## config.mk

```make
export PLATFORM = sky130hd
export DESIGN_NAME = ptq_scan
export DESIGN_NICKNAME = d
export VERILOG_FILES = /design/src/hw/rtl/ptq_pkg.sv /design/src/hw/rtl/ptq_scan.sv
export SDC_FILE = /design/constraint.sdc
export NUM_CORES = 1
export LEC_CHECK = 0
export BUFFER_PORTS_ARGS = -buffer_cell sky130_fd_sc_hd__buf_2
export CAP_MARGIN = 20
export CORE_ASPECT_RATIO = 0.7
export CORE_MARGIN = 2
export CORE_UTILIZATION = 42
export CTS_CLUSTER_SIZE = 40
export DETAILED_ROUTE_END_ITERATION = 16
export PLACE_DENSITY = 0.88
export SLEW_MARGIN = 20
export SYNTH_ARGS = -nofsm -noshare
export SYNTH_HDL_FRONTEND = slang
export SYNTH_SLANG_ARGS = --single-unit
export TNS_END_PERCENT = 30
```

## constraint.sdc

```tcl
create_clock -name clock -period 6.63 [get_ports clock]
set_clock_uncertainty 0.1 [all_clocks]
set_input_delay 0 -clock clock [delete_from_list [all_inputs] [get_ports clock]]
set_output_delay 0 -clock clock [all_outputs]
set_load 0.005 [all_outputs]
```

## src/hw/rtl/ptq_pkg.sv

```systemverilog
// ----------------------------------------------------------------------------
// ptq_pkg: shared types and constants of the priority task queue
// Field widths, operation and status codes, sequencer states and the control
// bundle handed from the sequencer to the scan unit.
// ----------------------------------------------------------------------------
`default_nettype none

package ptq_pkg;

   localparam int ENTRIES_DEF   = 64;
   localparam int PRIO_BITS_DEF = 4;

   localparam int ACT_W  = 2;
   localparam int PRIO_W = 4;
   localparam int TAG_W  = 16;
   localparam int ID_W   = 64;
   localparam int STAT_W = 2;

   typedef enum logic [ACT_W-1:0] {
      ACT_SUBMIT  = 2'd0,
      ACT_DEQUEUE = 2'd1,
      ACT_CANCEL  = 2'd2,
      ACT_IGNORE  = 2'd3
   } action_type;

   typedef enum logic [STAT_W-1:0] {
      STAT_OK        = 2'd0,
      STAT_FULL      = 2'd1,
      STAT_NOT_FOUND = 2'd2,
      STAT_EMPTY     = 2'd3
   } status_type;

   typedef enum logic [1:0] {
      S_IDLE,
      S_SCAN,
      S_COMMIT,
      S_FINISH
   } state_type;

   // per-cycle control of the scan unit
   typedef struct packed {
      logic en;        // an entry is presented this cycle
      logic first;     // it is entry zero
      logic dequeue;   // priority search, else identifier match
   } scan_ctl_type;

endpackage

`default_nettype wire

```

## src/hw/rtl/ptq_scan.sv

```systemverilog
// ----------------------------------------------------------------------------
// ptq_scan: shared compare unit of the table scan
// Compares each presented entry against the running best priority or the
// wanted identifier and keeps the selected entry and its index.
// ----------------------------------------------------------------------------
`default_nettype none

module ptq_scan #(
   parameter int ENTRIES     = ptq_pkg::ENTRIES_DEF,
   parameter int SLOT_PRIO_W = ptq_pkg::PRIO_BITS_DEF
) (
   input  wire logic                                          clock,
   input  wire ptq_pkg::scan_ctl_type                         ctl,
   input  wire logic [SLOT_PRIO_W+ptq_pkg::TAG_W+ptq_pkg::ID_W:0] entry,
   input  wire logic [$clog2(ENTRIES)-1:0]                    entry_idx,
   input  wire logic [ptq_pkg::ID_W-1:0]                      want_id,
   output logic                                               hit,
   output logic [SLOT_PRIO_W+ptq_pkg::TAG_W+ptq_pkg::ID_W:0]  best_data,
   output logic [$clog2(ENTRIES)-1:0]                         sel_idx
);
   import ptq_pkg::*;

   localparam int IdxW    = $clog2(ENTRIES);
   localparam int PrioLsb = 1;
   localparam int TagLsb  = PrioLsb + SLOT_PRIO_W;
   localparam int IdLsb   = TagLsb + TAG_W;
   localparam int DataW   = IdLsb + ID_W;

   logic [DataW-1:0] best_data_ff;
   logic [IdxW-1:0]  sel_idx_ff;
   logic             prio_gt;
   logic             id_eq;
   logic             take;

   assign prio_gt = entry[PrioLsb +: SLOT_PRIO_W] > best_data_ff[PrioLsb +: SLOT_PRIO_W];
   assign id_eq   = entry[IdLsb +: ID_W] == want_id;
   assign take    = ctl.en && (ctl.dequeue ? (ctl.first || prio_gt) : id_eq);
   assign hit     = ctl.en && !ctl.dequeue && id_eq;

   // hold the selected entry
   always_ff @(posedge clock) begin
      if (take) begin
         best_data_ff <= entry;
         sel_idx_ff   <= entry_idx;
      end
   end

   assign best_data = best_data_ff;
   assign sel_idx   = sel_idx_ff;

endmodule

`default_nettype wire

```

### Word level (Yosys, flattened, before mapping)

Cells that the tools add are included.

| operators by class | value |
|---|---|
| order comparisons | 1 |
| eq/ne operators | 1 |
| mux-type cells | 1 |
| reductions and logical operators | 5 |

Operators by type and width:

| kind | count |
|---|---|
| 64-bit == test | 1 |
| 4-bit greater-than comparator | 1 |
| 1-bit logical AND | 3 |
| 1-bit zero test | 1 |
| 1-bit logical OR | 1 |
| 1-bit 2-to-1 mux | 1 |

| storage, ports and cells | value |
|---|---|
| bits in registers | 91 |
| bits of input ports | 159 |
| output and inout port bits | 92 |
| logic and storage cells | 10 |

### Depth between registers and ports, before layout

| depth | value |
|---|---|
| depth in word-level cells | 4 |
| depth in mapped cells | 7 |

### Worst setup path after synthesis

No wires, ideal clock.

| timing | value |
|---|---|
| path type | input port to flip-flop |
| start point | in entry[29] in the netlist's numbering |
| end point | reg best_data_ff[0], in the netlist best_data[0], enable pin |
| setup time | 0.572 ns |
| data arrival time | 5.382 ns |
| slack | 0.576 ns |
| cell stages on the path | 5 |
| path buffers | 0 |
| cells stage by stage | nor2b_1 -> a2111o_1 -> nor4_1 -> nand4_1 -> o22ai_1 |

| on the way | value |
|---|---|
| cells in the longest elaborated chain, start to end | 3 |

Ends and longest elaborated chain:

| what | line | RTL |
|---|---|---|
| start, declared | ptq_scan.sv:14 | `input wire logic [SLOT_PRIO_W+ptq_pkg::TAG_W+ptq_pkg::ID_W:0] entry,` |
| 64-bit == test | ptq_scan.sv:36 | `assign id_eq = entry[IdLsb +: ID_W] == want_id;` |
| 1-bit 2-to-1 mux | ptq_scan.sv:37 | `assign take = ctl.en && (ctl.dequeue ? (ctl.first \|\| prio_gt) : id_eq);` |
| 1-bit logical AND | ptq_scan.sv:37 |  |
| named net take | ptq_scan.sv:33 | `logic take;` |
| end signal, assigned | ptq_scan.sv:43 | `best_data_ff <= entry;` |
| end, declared | ptq_scan.sv:29 | `logic [DataW-1:0] best_data_ff;` |

The timed path passes the listed nets, and every way through them passes these cells.
A chain may end at the register's enable or synchronous reset.

### Final worst setup path

| timing | value |
|---|---|
| start point | in entry[76] in the netlist's numbering |
| end point | reg best_data_ff[48], in the netlist best_data[48], enable pin |

The elaborated chain is that of the path after synthesis.

==> out/summary.txt <==
status -> completed
CP arrival -> 3140 ps
Setup crit end kind -> register
DRC Markers -> 0
peak supply drop -> 0.000175 V
Clock Tree Buf Depth -> 2
total power -> 0.00139 W
clk_lat worst skew -> 330 ps
critical path type -> input pin to register
Die Ht -> 82.5 µm
Area Overhead vs Synth -> 72.0%
WL per Instance -> 17.4 µm
Setup TNS Final -> 0 ps
initial antenna violation count -> 0
flops & latches, synth -> 91
syn_area_per_cell -> 16.5 µm²
H-tree levels -> 3
Seq/Total Area, Yosys -> 73.9%
CP required -> 6500 ps
Mapped Nets -> 387
max_cap viols -> 0
Tmin final -> 3270 ps
slew margin rel. -> 49.5%
startpoint types -> input pin
core footprint -> 8510 µm²
CTS resizes -> 0
Final GP Congestion -> 0.845
all-layer global routing usage -> 25.1%
Place WS -> 3240 ps
worst-path maximum fanout -> 58
clock root buffer -> clkbuf_16
wire length of the first global-routing pass -> 17,400 µm
Clock transition at path regs -> 70 ps
Cell variety after synth -> 27
Initial Utilization -> 43.4%
Fmax achieved -> 0.306 GHz
cells after synthesis -> 224
Nets -> 741
Final period util -> 49.4%
post-route cell area -> 6360 µm²
vias in the first global route -> 3,445
final hold viol count -> 0
Rows -> 28
Final Max Slew Viols -> 0
final WL -> 12,300 µm
Sink Count -> 91
largest net degree at the start of global routing -> 59
DP Area -> 5120 µm²
most frequent cells in the layout -> 250 x buf_2, 91 x edfxtp_1, 91 x dlygate4sd3_1
mapped cell area -> 3700 µm²
number of nets with antenna violations after routing -> 0
chip width -> 116 µm
GRT Residual Overflow -> 0
total CTS buffers -> 9
Setup crit start -> entry[76]
Ports -> 251
Worst Hold Margin -> 189 ps
number of setup violations in the final report -> 0
Vias/cell -> 4.73
final setup margin -> 3360 ps
routed vias -> 3,326
leakage -> 2.72 nW
TritonRoute pass-1 iters -> 5
commonest non-fill, non-tap cell in the layout -> buf_2
Die ar. -> 9580 µm²
IO buf count -> 250
reg2reg start -> best_data[2]
P per Cell Area -> 218 nW/µm²
Hold Startpoint -> ctl[2]
Post-DP HPWL -> 8400 µm
initial drt markers -> 181
share of cells above drive strength 1 -> 46.5%
synth warn -> 0
Antenna Cells -> 0
RSZ-0062 raised after global routing -> false
worst-margin pin slew -> 758 ps
CTS tree -> yes
Hold Crit Class -> input pin to register
-- stage by stage --
stage	std cells	utilization (%)
floorplan	224	-
global placement	595	60.2
detailed placement	595	60.2
CTS	702	74.4
global route	703	74.7
finish	703	74.7
-- worst paths after layout --
kind	depth (start not counted)	slack (ps)	end
worst max register to register	9	3630	best_data[48]
worst min register to register	4	1250	best_data[73]
worst max-delay path	9	3360	best_data[48]
worst min-delay path	3	190	best_data[73]
-- layer usage --
layer / wire length [µm] / global-route usage (%) / up-vias
met5: 0 / 0 / -
met4: 221 / 8.10 / 0
met3: 780 / 6.79 / 19
met2: 6710 / 48.3 / 164
met1: 4550 / 27.0 / 1582
li1: - / - / 1561
-- Yosys cell counts --
library cell / count / area, µm²
nor2b_1: 12 / 75.1
xor2_1: 13 / 114
nor4b_1: 2 / 17.5
xnor2_1: 29 / 254
nor2_1: 1 / 3.75
nor3_1: 3 / 15.0
nor3_2: 1 / 10.0
clkinv_1: 2 / 7.51
a2111o_1: 5 / 56.3
a41oi_1: 1 / 8.76
nand2_1: 4 / 15.0
edfxtp_1: 91 / 2730
nor4_2: 2 / 25.0
o2111ai_1: 3 / 26.3
a221o_1: 1 / 10.0
nand2b_1: 9 / 56.3
o221ai_1: 1 / 8.76
or3b_1: 1 / 8.76
nor4_1: 4 / 25.0
o22ai_1: 5 / 31.3
ha_1: 4 / 50.1
a21oi_1: 1 / 5.00
inv_1: 17 / 63.8
and2b_1: 1 / 7.51
a222oi_1: 1 / 10.0
o21ai_1: 1 / 5.00
nand4_1: 9 / 56.3
-- cell type report --
type                       instances  area, µm²
multi-input combinational        114        908
clock buffer                      10        229
fill                             561       2150
sequential                        91       2730
tap                              120        150
clock inverter                     6       71.3
inverter                          19       71.3
timing repair buffer             343       2200
-- cell families after synthesis --
family / count (synthesis) / share of synthesized area [%]
xor+xnor: 42 / 9.95
compound gates: 19 / 4.36
simple gates: 49 / 8.52
flops: 91 / 73.9
fa+ha+maj: 4 / 1.35
buf+inv: 19 / 1.93
-- power by group --
group	leakage (nW)	internal, W	switching, W
logic	1.74	0.000113	0.0000872
clock network	0.140	0.000296	0.000220
registers	0.842	0.000663	0.00000623
-- critical path, cell delays in order --
cell and delay [ps]:
dlygate4sd3_1 550, buf_2 140, nor2b_1 140, a2111o_1 410, nor4_2 320, nand4_1 220, o22ai_4 460, buf_16 240
buf_4 610
-- registers in the layout (all words and copies together) (netlist names) --
signal / cells
best_data: 85
sel_idx: 6
-- timing repair --
action | 4_1_cts | 5_1_grt
buffers inserted | 0 | 0
hold buffers | 91 | 0
endpoints found under the hold margin | 91 | 0
(Power assumes the default switching activity.)
